[src/design/i2c_lcd_nibble_writer_macros.svh]
// Assertion macros for the I2C display nibble writer.
// Included by the modules that check their own logic; no other dependencies.
`ifndef I2C_LCD_NIBBLE_WRITER_MACROS_SVH
`define I2C_LCD_NIBBLE_WRITER_MACROS_SVH

`ifndef SYNTHESIS
// Check sampled on the rising clock edge, off while reset is high
`define I2CLN_ASSERT(label, prop) \
  label: assert property (@(posedge clk) disable iff (rst) (prop)) \
    else $error("i2cln assertion failed");
// Check sampled on the rising clock edge, also live during reset
`define I2CLN_ASSERT_ALWAYS(label, prop) \
  label: assert property (@(posedge clk) (prop)) \
    else $error("i2cln assertion failed");
`else
`define I2CLN_ASSERT(label, prop)
`define I2CLN_ASSERT_ALWAYS(label, prop)
`endif

`endif

[src/design/i2cln_pkg.sv]
// Shared types and constants of the I2C display nibble writer.
// No dependencies; used by every module of the block.
`timescale 1ns / 1ps

package i2cln_pkg;

  // Configuration register indexes
  localparam logic CFG_SLAVE_ADDRESS = 1'b0;
  localparam logic CFG_BACKLIGHT_ON  = 1'b1;

  localparam int CfgDataWidth = 7;

  localparam logic [6:0] SLAVE_ADDRESS_RESET = 7'd39;
  localparam logic       BACKLIGHT_ON_RESET  = 1'b1;

  // Request classes
  localparam logic OP_TICK = 1'b0;
  localparam logic OP_SEND = 1'b1;

  // Bus phases
  localparam logic [2:0] PH_IDLE  = 3'd0;
  localparam logic [2:0] PH_START = 3'd1;
  localparam logic [2:0] PH_BIT   = 3'd2;
  localparam logic [2:0] PH_ACK   = 3'd3;
  localparam logic [2:0] PH_STOP  = 3'd4;

  // Expander bit masks
  localparam logic [7:0] EXP_EN     = 8'h04;
  localparam logic [7:0] EXP_BL     = 8'h08;
  localparam logic [7:0] EXP_RS     = 8'h01;
  localparam logic [7:0] NIBBLE_HI  = 8'hF0;
  localparam logic [2:0] LAST_DATA_BYTE = 3'd4;

  typedef struct packed {
    logic       command;
    logic [7:0] lcd_byte;
    logic       register_select;
    logic       sda_sample;
  } req_t;

  typedef struct packed {
    logic scl_release;
    logic sda_release;
    logic busy_res;
    logic done_res;
    logic nack_error;
    logic refused;
  } res_t;

  // Classified request held in the queue
  typedef struct packed {
    logic       op;
    logic [7:0] lcd_byte;
    logic       register_select;
    logic       sda_sample;
  } q_item_t;

  typedef struct packed {
    logic [6:0] slave_address;
    logic       backlight_on;
  } cfg_t;

endpackage

[src/design/i2cln_queue.sv]
// Front end: accepts requests, classifies them and holds them in a two-entry queue.
// Depends on i2cln_pkg and the assertion macro header.
`timescale 1ns / 1ps
`include "i2c_lcd_nibble_writer_macros.svh"

module i2cln_queue (
  input  logic             clk,
  input  logic             rst,
  input  logic             req_valid,
  output logic             req_stall,
  input  i2cln_pkg::req_t  req_data,
  output logic             q_valid,
  output i2cln_pkg::q_item_t q_item,
  input  logic             q_pop
);

  i2cln_pkg::q_item_t slots [2];
  logic       wr_ptr;
  logic       rd_ptr;
  logic [1:0] count;
  logic       push;
  i2cln_pkg::q_item_t item_in;

  // Classify the incoming request
  always_comb begin
    item_in.op              = req_data.command ? i2cln_pkg::OP_SEND : i2cln_pkg::OP_TICK;
    item_in.lcd_byte        = req_data.lcd_byte;
    item_in.register_select = req_data.register_select;
    item_in.sda_sample      = req_data.sda_sample;
  end

  assign req_stall = (count == 2'd2);
  assign push      = req_valid && !req_stall;
  assign q_valid   = (count != 2'd0);
  assign q_item    = slots[rd_ptr];

  // Storage
  always_ff @(posedge clk) begin
    if (push) begin
      slots[wr_ptr] <= item_in;
    end
  end

  // Pointers and fill count
  always_ff @(posedge clk) begin
    if (rst) begin
      wr_ptr <= 1'b0;
      rd_ptr <= 1'b0;
      count  <= 2'd0;
    end else begin
      if (push) wr_ptr <= ~wr_ptr;
      if (q_pop) rd_ptr <= ~rd_ptr;
      if (push && !q_pop) begin
        count <= count + 2'd1;
      end else if (q_pop && !push) begin
        count <= count - 2'd1;
      end
    end
  end

  `I2CLN_ASSERT_ALWAYS(a_count_bound, rst || count != 2'd3)
  `I2CLN_ASSERT(a_pop_only_valid, q_pop |-> q_valid)
  `I2CLN_ASSERT(a_push_grows, (push && !q_pop) |=> count == $past(count) + 2'd1)

endmodule

[src/design/i2cln_engine.sv]
// Back end: bus sequencer that steps one delay phase per queued request,
// plus the output register. Depends on i2cln_pkg and the assertion macro header.
`timescale 1ns / 1ps
`include "i2c_lcd_nibble_writer_macros.svh"

module i2cln_engine (
  input  logic               clk,
  input  logic               rst,
  input  i2cln_pkg::cfg_t    cfg,
  input  logic               q_valid,
  input  i2cln_pkg::q_item_t q_item,
  output logic               q_pop,
  output logic               res_valid,
  input  logic               res_stall,
  output i2cln_pkg::res_t    res_data
);

  logic [2:0] phase,       phase_next;
  logic [1:0] sub_step,    sub_step_next;
  logic [2:0] bit_count,   bit_count_next;
  logic [2:0] byte_count,  byte_count_next;
  logic [7:0] shift_byte,  shift_byte_next;
  logic [7:0] held_byte,   held_byte_next;
  logic       held_select, held_select_next;
  logic       error_seen,  error_seen_next;
  logic       scl_level,   scl_level_next;
  logic       sda_level,   sda_level_next;
  logic       done, nack, refused, lines_upd;

  // Expander byte k (1..4): nibble, enable on odd k, backlight, select
  function automatic logic [7:0] expander_byte(input logic [7:0] hb, input logic sel,
                                               input logic bl, input logic [2:0] k);
    logic [7:0] v;
    v = (k <= 3'd2) ? (hb & i2cln_pkg::NIBBLE_HI) : ({hb[3:0], 4'h0});
    if (k[0]) v = v | i2cln_pkg::EXP_EN;
    if (bl)   v = v | i2cln_pkg::EXP_BL;
    if (sel)  v = v | i2cln_pkg::EXP_RS;
    return v;
  endfunction

  // Take the next request when the output register is free or being emptied
  assign q_pop = q_valid && (!res_valid || !res_stall);

  // One sequencer step
  always_comb begin
    phase_next       = phase;
    sub_step_next    = sub_step;
    bit_count_next   = bit_count;
    byte_count_next  = byte_count;
    shift_byte_next  = shift_byte;
    held_byte_next   = held_byte;
    held_select_next = held_select;
    error_seen_next  = error_seen;
    scl_level_next   = scl_level;
    sda_level_next   = sda_level;
    done      = 1'b0;
    nack      = 1'b0;
    refused   = 1'b0;
    lines_upd = 1'b0;

    if (q_item.op == i2cln_pkg::OP_SEND) begin
      if (phase != i2cln_pkg::PH_IDLE) begin
        refused = 1'b1;
      end else begin
        held_byte_next   = q_item.lcd_byte;
        held_select_next = q_item.register_select;
        error_seen_next  = 1'b0;
        byte_count_next  = 3'd0;
        bit_count_next   = 3'd7;
        shift_byte_next  = {cfg.slave_address, 1'b0};
        phase_next       = i2cln_pkg::PH_START;
        sub_step_next    = 2'd0;
        lines_upd        = 1'b1;
      end
    end else begin
      lines_upd = 1'b1;
      case (phase)
        i2cln_pkg::PH_IDLE: begin
          sub_step_next = sub_step;
        end
        i2cln_pkg::PH_START: begin
          if (sub_step < 2'd2) begin
            sub_step_next = sub_step + 2'd1;
          end else begin
            phase_next    = i2cln_pkg::PH_BIT;
            sub_step_next = 2'd0;
          end
        end
        i2cln_pkg::PH_BIT: begin
          if (sub_step == 2'd0) begin
            sub_step_next = 2'd1;
          end else if (sub_step == 2'd1) begin
            sub_step_next = 2'd0;
            if (bit_count == 3'd0) begin
              phase_next = i2cln_pkg::PH_ACK;
            end else begin
              bit_count_next = bit_count - 3'd1;
            end
          end else begin
            phase_next    = i2cln_pkg::PH_IDLE;
            sub_step_next = 2'd0;
          end
        end
        i2cln_pkg::PH_ACK: begin
          if (sub_step == 2'd0) begin
            sub_step_next = 2'd1;
          end else if (sub_step == 2'd1) begin
            // end of clock-high half: a high line is a NACK
            if (q_item.sda_sample) error_seen_next = 1'b1;
            sub_step_next = 2'd2;
          end else if (sub_step == 2'd2) begin
            sub_step_next = 2'd0;
            if (error_seen || byte_count >= i2cln_pkg::LAST_DATA_BYTE) begin
              phase_next = i2cln_pkg::PH_STOP;
            end else begin
              byte_count_next = byte_count + 3'd1;
              shift_byte_next = expander_byte(held_byte, held_select,
                                              cfg.backlight_on, byte_count + 3'd1);
              bit_count_next  = 3'd7;
              phase_next      = i2cln_pkg::PH_BIT;
            end
          end else begin
            phase_next    = i2cln_pkg::PH_IDLE;
            sub_step_next = 2'd0;
          end
        end
        i2cln_pkg::PH_STOP: begin
          if (sub_step < 2'd2) begin
            sub_step_next = sub_step + 2'd1;
          end else begin
            phase_next    = i2cln_pkg::PH_IDLE;
            sub_step_next = 2'd0;
            done          = 1'b1;
            nack          = error_seen;
          end
        end
        default: begin
          phase_next    = i2cln_pkg::PH_IDLE;
          sub_step_next = 2'd0;
        end
      endcase
    end

    // Line levels for the phase just entered
    if (lines_upd) begin
      case (phase_next)
        i2cln_pkg::PH_START: begin
          scl_level_next = (sub_step_next < 2'd2);
          sda_level_next = (sub_step_next == 2'd0);
        end
        i2cln_pkg::PH_BIT: begin
          scl_level_next = (sub_step_next == 2'd1);
          sda_level_next = shift_byte_next[bit_count_next];
        end
        i2cln_pkg::PH_ACK: begin
          scl_level_next = (sub_step_next == 2'd1);
          sda_level_next = 1'b1;
        end
        i2cln_pkg::PH_STOP: begin
          scl_level_next = (sub_step_next >= 2'd1);
          sda_level_next = (sub_step_next == 2'd2);
        end
        default: begin
          scl_level_next = 1'b1;
          sda_level_next = 1'b1;
        end
      endcase
    end
  end

  // Sequencer state
  always_ff @(posedge clk) begin
    if (rst) begin
      phase       <= i2cln_pkg::PH_IDLE;
      sub_step    <= 2'd0;
      bit_count   <= 3'd7;
      byte_count  <= 3'd0;
      shift_byte  <= 8'd0;
      held_byte   <= 8'd0;
      held_select <= 1'b0;
      error_seen  <= 1'b0;
      scl_level   <= 1'b1;
      sda_level   <= 1'b1;
    end else if (q_pop) begin
      phase       <= phase_next;
      sub_step    <= sub_step_next;
      bit_count   <= bit_count_next;
      byte_count  <= byte_count_next;
      shift_byte  <= shift_byte_next;
      held_byte   <= held_byte_next;
      held_select <= held_select_next;
      error_seen  <= error_seen_next;
      scl_level   <= scl_level_next;
      sda_level   <= sda_level_next;
    end
  end

  // Output register
  always_ff @(posedge clk) begin
    if (rst) begin
      res_valid <= 1'b0;
    end else if (q_pop) begin
      res_valid <= 1'b1;
    end else if (!res_stall) begin
      res_valid <= 1'b0;
    end
  end

  always_ff @(posedge clk) begin
    if (q_pop) begin
      res_data.scl_release <= scl_level_next;
      res_data.sda_release <= sda_level_next;
      res_data.busy_res    <= (phase_next != i2cln_pkg::PH_IDLE);
      res_data.done_res    <= done;
      res_data.nack_error  <= nack;
      res_data.refused     <= refused;
    end
  end

  `I2CLN_ASSERT(a_no_pop_on_stall, (res_valid && res_stall) |-> !q_pop)
  `I2CLN_ASSERT(a_done_ends_busy, (res_valid && res_data.done_res) |-> !res_data.busy_res)
  `I2CLN_ASSERT(a_nack_with_done, (res_valid && res_data.nack_error) |-> res_data.done_res)
  `I2CLN_ASSERT(a_refused_busy, (res_valid && res_data.refused) |-> res_data.busy_res)

endmodule

[src/design/i2c_lcd_nibble_writer.sv]
// Top level of the I2C display nibble writer: configuration registers,
// front queue and bus sequencer. Depends on i2cln_pkg, i2cln_queue, i2cln_engine.
//
//   channel   signals                          direction  payload
//   request   req_valid / req_stall / req_data in         i2cln_pkg::req_t
//   result    res_valid / res_stall / res_data out        i2cln_pkg::res_t
//   config    cfg_we / cfg_index / cfg_data    in         7-bit write data
//
// One request per clock cycle sustained while the result side does not stall; each request yields one result.
// A request passes the two-entry queue and the sequencer step: it is registered
// in a queue slot, and then its result is registered in the output register.
// Reset is synchronous: queue empty, bus idle with both lines released.
// A result stall holds the output register; the queue absorbs up to two requests.
`timescale 1ns / 1ps

module i2c_lcd_nibble_writer (
  input  logic                                   clk,
  input  logic                                   rst,
  input  logic                                   req_valid,
  output logic                                   req_stall,
  input  i2cln_pkg::req_t                        req_data,
  output logic                                   res_valid,
  input  logic                                   res_stall,
  output i2cln_pkg::res_t                        res_data,
  input  logic                                   cfg_we,
  input  logic                                   cfg_index,
  input  logic [i2cln_pkg::CfgDataWidth-1:0]     cfg_data
);

  i2cln_pkg::cfg_t    cfg;
  logic               q_valid;
  logic               q_pop;
  i2cln_pkg::q_item_t q_item;

  // Configuration registers
  always_ff @(posedge clk) begin
    if (rst) begin
      cfg.slave_address <= i2cln_pkg::SLAVE_ADDRESS_RESET;
      cfg.backlight_on  <= i2cln_pkg::BACKLIGHT_ON_RESET;
    end else if (cfg_we) begin
      case (cfg_index)
        i2cln_pkg::CFG_SLAVE_ADDRESS: cfg.slave_address <= cfg_data;
        i2cln_pkg::CFG_BACKLIGHT_ON:  cfg.backlight_on  <= cfg_data[0];
        default: begin
          cfg.backlight_on <= cfg.backlight_on;
        end
      endcase
    end
  end

  i2cln_queue u_queue (
    .clk       (clk),
    .rst       (rst),
    .req_valid (req_valid),
    .req_stall (req_stall),
    .req_data  (req_data),
    .q_valid   (q_valid),
    .q_item    (q_item),
    .q_pop     (q_pop)
  );

  i2cln_engine u_engine (
    .clk       (clk),
    .rst       (rst),
    .cfg       (cfg),
    .q_valid   (q_valid),
    .q_item    (q_item),
    .q_pop     (q_pop),
    .res_valid (res_valid),
    .res_stall (res_stall),
    .res_data  (res_data)
  );

endmodule

[config.mk]
export PLATFORM = sky130hd
export DESIGN_NAME = i2c_lcd_nibble_writer
export DESIGN_NICKNAME = d
export VERILOG_FILES = /design/src/design/i2cln_pkg.sv /design/src/design/i2cln_queue.sv /design/src/design/i2cln_engine.sv /design/src/design/i2c_lcd_nibble_writer.sv
export VERILOG_INCLUDE_DIRS = /design/src /design/src/design
export SDC_FILE = /design/constraint.sdc
export NUM_CORES = 1
export LEC_CHECK = 0
export BUFFER_PORTS_ARGS = -buffer_cell sky130_fd_sc_hd__buf_2
export CAP_MARGIN = 25
export CORE_MARGIN = 2
export CORE_UTILIZATION = 55
export CTS_CLUSTER_SIZE = 24
export DETAILED_ROUTE_END_ITERATION = 16
export PLACE_DENSITY = 0.75
export SETUP_SLACK_MARGIN = 0.15
export SYNTH_ARGS = -nofsm -noshare
export SYNTH_HDL_FRONTEND = slang
export SYNTH_SLANG_ARGS = --single-unit
[constraint.sdc]
create_clock -name clk -period 6.37 [get_ports clk]
set_input_delay 0 -clock clk [delete_from_list [all_inputs] [get_ports clk]]
set_output_delay 0 -clock clk [all_outputs]
set_load 0.02 [all_outputs]
* Word level (Yosys, flattened, before mapping)
Memories as Yosys holds them, arrays and structs flattened. A register that Yosys moved wholly into a read port is not among the register bits.
Index checks and enable logic that the tools add are counted.
** Word-level totals
- Register bits :: 50
- Bits in latches :: 0
- RAM bits :: 22
- Memory bits (read-only) :: 0
- Output and inout bits :: 8
- Logic and storage cells :: 161
- Memories kept :: 1
** Cells by class
- $add $sub $neg :: 5
- $mul :: 0
- Divide/modulo/power cells :: 0
- Magnitude comparators :: 6
- Equal/unequal tests :: 18
- Shifts and indexed selects :: 0
- Muxes and demuxes :: 72
- Bitwise logic cells :: 5
- Reduce and logical (&&, ||, !) cells :: 32
** Memory list
- u_queue.slots :: depth 2, bits a word 11, read ports 1, clocked after Yosys merged registers in 1, wr ports 1, RTL line i2cln_queue.sv:17 : i2cln_pkg::q_item_t slots [2];
** Operator list (number)
- 2-to-1 mux 3 bit :: 28
- 2-to-1 mux 8 bit :: 8
- 2-to-1 mux 1 bit :: 22
- one-hot mux 3 bit (5 select lines) :: 1
- 2-to-1 mux 2 bit :: 7
- == test 3 x 2 -> 1 bit, second input constant :: 4
- nonzero test 2 bit :: 6
- != test 2 bit, second input constant :: 4
- one-hot mux 2 bit (4 select lines) :: 1
- AND reduction 7 bit :: 1
- == test 2 bit, second input constant :: 3
- == test 3 x 1 -> 1 bit, second input constant :: 2
- == test 3 bit, second input constant :: 2
- logical NOT 3 bit :: 2
- one-hot mux 1 bit (3 select lines) :: 2
- one-hot mux 3 bit (2 select lines) :: 1
- AND reduction 6 bit :: 1
- nonzero test 3 bit :: 2
- OR reduction 2 bit :: 3
- logical NOT 1 bit :: 5
- inverter 1 bit :: 5
- adder 2 x 1 -> 2 bit, second input constant :: 2
- == test 2 x 1 -> 1 bit, second input constant :: 2
- logical AND 1 bit :: 4
- 16 further kinds :: 20

* Logic depth before layout (Yosys ltp)
- Word-level depth :: 16
- Gate-level depth with buffers :: 9

* Cells and area by module
Synthesis repeated with hierarchy kept, for this count alone.
** Second synthesis, totals
- Cell total of the unflattened synthesis :: 352
- Area, all modules :: 3500.9 µm²
** Modules (own cells, without submodules)
- i2cln_engine :: instances 1, cells an instance 259, area an instance 2153.3 µm²
- i2cln_queue :: instances 1, cells an instance 59, area an instance 1008.5 µm²
- i2c_lcd_nibble_writer :: instances 1, cells an instance 34, area an instance 339.1 µm²

* Worst setup path after synthesis
OpenSTA, ideal clock, no wires.
- Kind :: reg2reg
- Start :: reg with a tool-made name
- End :: reg, netlist name u_engine.res_data[4]
- Setup time :: 0.146 ns
- Arrival time :: 2.397 ns
- Data required time :: 6.224 ns
- Path slack :: 3.827 ns
- Cell stages (with the launch flop) :: 7
- Buffers on the path :: 0
- Clock period less this slack :: 2.543 ns
- Cell sequence :: dfxtp_1 mux2i_1 o21ai_1 o31ai_2 mux2_2 mux4_2 a21oi_1

==> flow_metrics.py <==
metrics = {
    "synth": {
        "synth-xor-area-share": 0.0126,
        "ys_ff_latch": 73,
        "synth_fa_ha_area_frac": 0.0180,
        "synthesis.area_mm2": 0.00347,
        "synth_compound_area_frac": 0.179,
        "synth_edf_count": 28,
        "synth.area.mux_share": 0.0653,
        "ys_seq_area_frac": 0.502,
        "synth_top_family_by_area": "simple AND/OR/NAND/NOR gates",
        "syn_nets": 384,
        "yosys-top-cells-area": "dfxtp_1 (26%), edfxtp_1 (24%), nor2_1 (5.0%)",
        "synth_warnings": 0,
        "synth_cell_types": 59,
        "synth-simple-area-share": 0.189,
        "synth_common_cells": "nor2_1 (46), dfxtp_1 (45), nand2_1 (37)",
        "syn-instance-count": 355,
        "yosysTopAreaCell": "dfxtp_1",
        "synth-main-ff-cell": "dfxtp_1",
        "syn_area_per_cell_um2": 9.77,
        "async_reset_ff_frac": 0,
        "synth.most_common_cell": "nor2_1",
        "synth_top_area_share": 0.260,
    },
    "pwr": {
        "p_comb_frac": 0.361,
        "p_seq_frac": 0.390,
        "p_per_area_mw_per_mm2": 440,
        "clkPwrFrac": 0.250,
        "ir_worst_vdd_uv": 320,
        "p_leak_nw": 1.60,
        "p_int_mw": 1.14,
        "p_total_mw": 1.82,
        "switching_share": 0.375,
        "p_switching_mw": 0.683,
    },
    "setup_path": {
        "cp.required_ns": 6.57,
        "path_class": "register to register",
        "critPathMaxFanout": 12,
        "end_kind": "register",
        "r2r_cells": 6,
        "cp.arrival_ns": 3.61,
        "r2r_slack_ns": 2.97,
        "r2r-end": "u_engine.res_data[4]",
        "startpoint_type": "register",
    },
    "detailed_routing": {
        "drt_iter0_drc": 252,
        "vias": 2736,
        "wire_per_inst_um": 15.2,
        "via_per_inst": 5.64,
        "drc": 0,
        "ant_nets": 0,
        "drt_first_pass_iters": 4,
        "wl_mm": 7.35,
    },
    "floorplanning": {
        "fp.coreArea_mm2": 0.00603,
        "top_level_ports": 32,
        "rows": 28,
        "dieArea_mm2": 0.00696,
        "die_height_um": 83.4,
        "die_w_um": 83.4,
        "initial_utilization": 0.576,
    },
    "cells_and_area": {
        "final_cells": 485,
        "area_growth_pct": 19.1,
        "antenna_cells": 0,
        "drive_gt1_frac": 0.159,
        "fin_nets": 434,
    },
    "clock_tree": {
        "clk_latency_ns": 0.35,
        "cts_buffer_depth": 2,
        "clockRootBuffer": "clkbuf_8",
        "tritoncts": "done",
        "cts.htree.levels": 3,
        "cts.sinks": 73,
        "cts_made_buffers": 9,
        "path_clk_slew_ns": 0.08,
        "cts_setup_buffers": 0,
    },
    "sta": {
        "slew_headroom": 0.357,
        "fin_tns_setup_ns": 0,
        "setup_viol": 0,
        "timing.final.crit_share": 0.534,
        "clock_skew_ns": 0.00912,
        "worst-slew-pin-transition_ns": 0.960,
        "rsz0062_at_grt": "no",
        "max_freq_ghz": 0.294,
        "drv_slew": 0,
        "hold_violations": 0,
        "fin_crit_ns": 3.40,
    },
    "global_routing": {
        "grt_pass1_wl_mm": 12.4,
        "antenna_found_initial": 0,
        "grt_use_total": 0.221,
        "grt_max_degree": 39,
        "grt_pass1_vias": 2685,
        "grt_overflow": 0,
    },
    "worst_hold_path": {
        "holdPathEnd": "u_queue.wr_ptr",
        "min-delay-start": "req_valid",
        "hold_path.class": "input pin to register",
        "hold_depth": 4,
    },
    "run_status": {
        "outcome": "complete, no violations",
    },
    "placed_design": {
        "gp_congestion": 0.853,
        "dpl.hpwl_mm": 4.83,
        "numPortBuffers": 31,
        "dp_cells": 447,
    },
    "flow_run": {
        "maxCapViolations": 0,
    },
}
area by class of cell:
class	instances	area, µm²
Timing Repair Buffer	55	390
Clock inverter	7	125
Sequential cell	73	1740
Fill cell	467	1890
Tap cell	75	93.8
Clock buffer	9	124
Inverter	13	48.8
Multi-Input combinational cell	253	1610
cell families (layout without fill, tap and decap cells):
family,Yosys count,after routing
DFF,73,73
xor gates and xnor gates,5,5
AOI/OAI and AO/OA,87,87
muxes,21,21
and+or+nand+nor,135,135
adders and majority gates,5,5
buffers and inverters,29,84
power groups by stage:
stage	Clock [mW]	Sequential (mW)	Combinational, mW
finish	0.454	0.708	0.656
global route	0.481	0.725	0.727
CTS	0.458	0.709	0.655
detailed placement	0	0.719	0.640
global placement	0	0.716	0.623
floorplan	0	0.696	0.503
per-layer routing:
metal | GRT usage | routed length, µm | up-vias
met5 | 0 | 0 | -
met4 | 0.104 | 210 | 0
met3 | 0.0467 | 347 | 18
met2 | 0.375 | 3640 | 67
met1 | 0.268 | 3150 | 1259
li1 | - | - | 1392
registers in the layout, summed over array words and instances, names as in the netlist, 3 cells and up, named ones only:
register             cells
u_engine.held_byte       8
u_engine.res_data        6
u_engine.bit_count       3
cfg                      8
u_engine.shift_byte      8
u_engine.byte_count      3
u_engine.phase           3
u_queue.slots           22
through the flow:
step	cell area, µm²	utilization	setup WS (ns)	hold slack [ns]
floorplan	3470	-	3.83	0.0989
global placement	3660	0.607	3.12	0.187
detailed placement	3660	0.608	3.00	0.191
CTS	4130	0.686	2.97	0.0516
global route	4130	0.686	2.70	0.142
finish	4130	0.686	2.97	0.0663
worst max-delay path, stage by stage (launching register included):
cell,delay [ns]
dfxtp_1,0.75
mux2i_1,0.68
o21ai_1,0.29
o31ai_2,0.47
mux2_2,0.40
mux4_2,0.51
a21oi_1,0.15
worst max-delay path by stage:
| stage | depth (start not counted) | to | slack (ns) | start |
|---|---|---|---|---|
| final | 6 | u_engine.res_data[4] | 2.97 | register |
| after detailed placement | 6 | u_engine.res_data[4] | 3.00 | register |
| after global routing | 6 | u_engine.res_data[4] | 2.70 | register |
| after CTS | 6 | u_engine.res_data[4] | 2.97 | register |
| after floorplan | 6 | u_engine.res_data[4] | 3.83 | register |
| after global placement | 6 | u_engine.res_data[4] | 3.12 | register |
cell usage in the layout (no fill, tap or decap), types with 4 or more instances in the layout:
master,Yosys,final
dfxtp_1,45,45
nand2_1,37,37
a211oi_1,12,12
clkbuf_8,0,9
dlygate4sd3_1,0,22
buf_2,2,31
nor2_1,46,46
edfxtp_1,28,28
o211a_1,4,4
o21ai_1,4,4
and3_1,4,4
a31oi_1,4,4
a22oi_1,4,4
a21oi_1,24,24
or3_1,4,4
and2_1,4,4
mux2i_1,17,17
inv_1,11,11
nor3_1,12,12
ha_1,5,5
a211o_1,4,4
nand3_1,7,7
o21ai_0,10,10
timing repair:
item,4_1_cts,5_1_grt
resized for setup,0,0
hold buffers,22,0
hold endpoints to repair,31,0
Note: power is estimated with default switching activity, not from simulation.
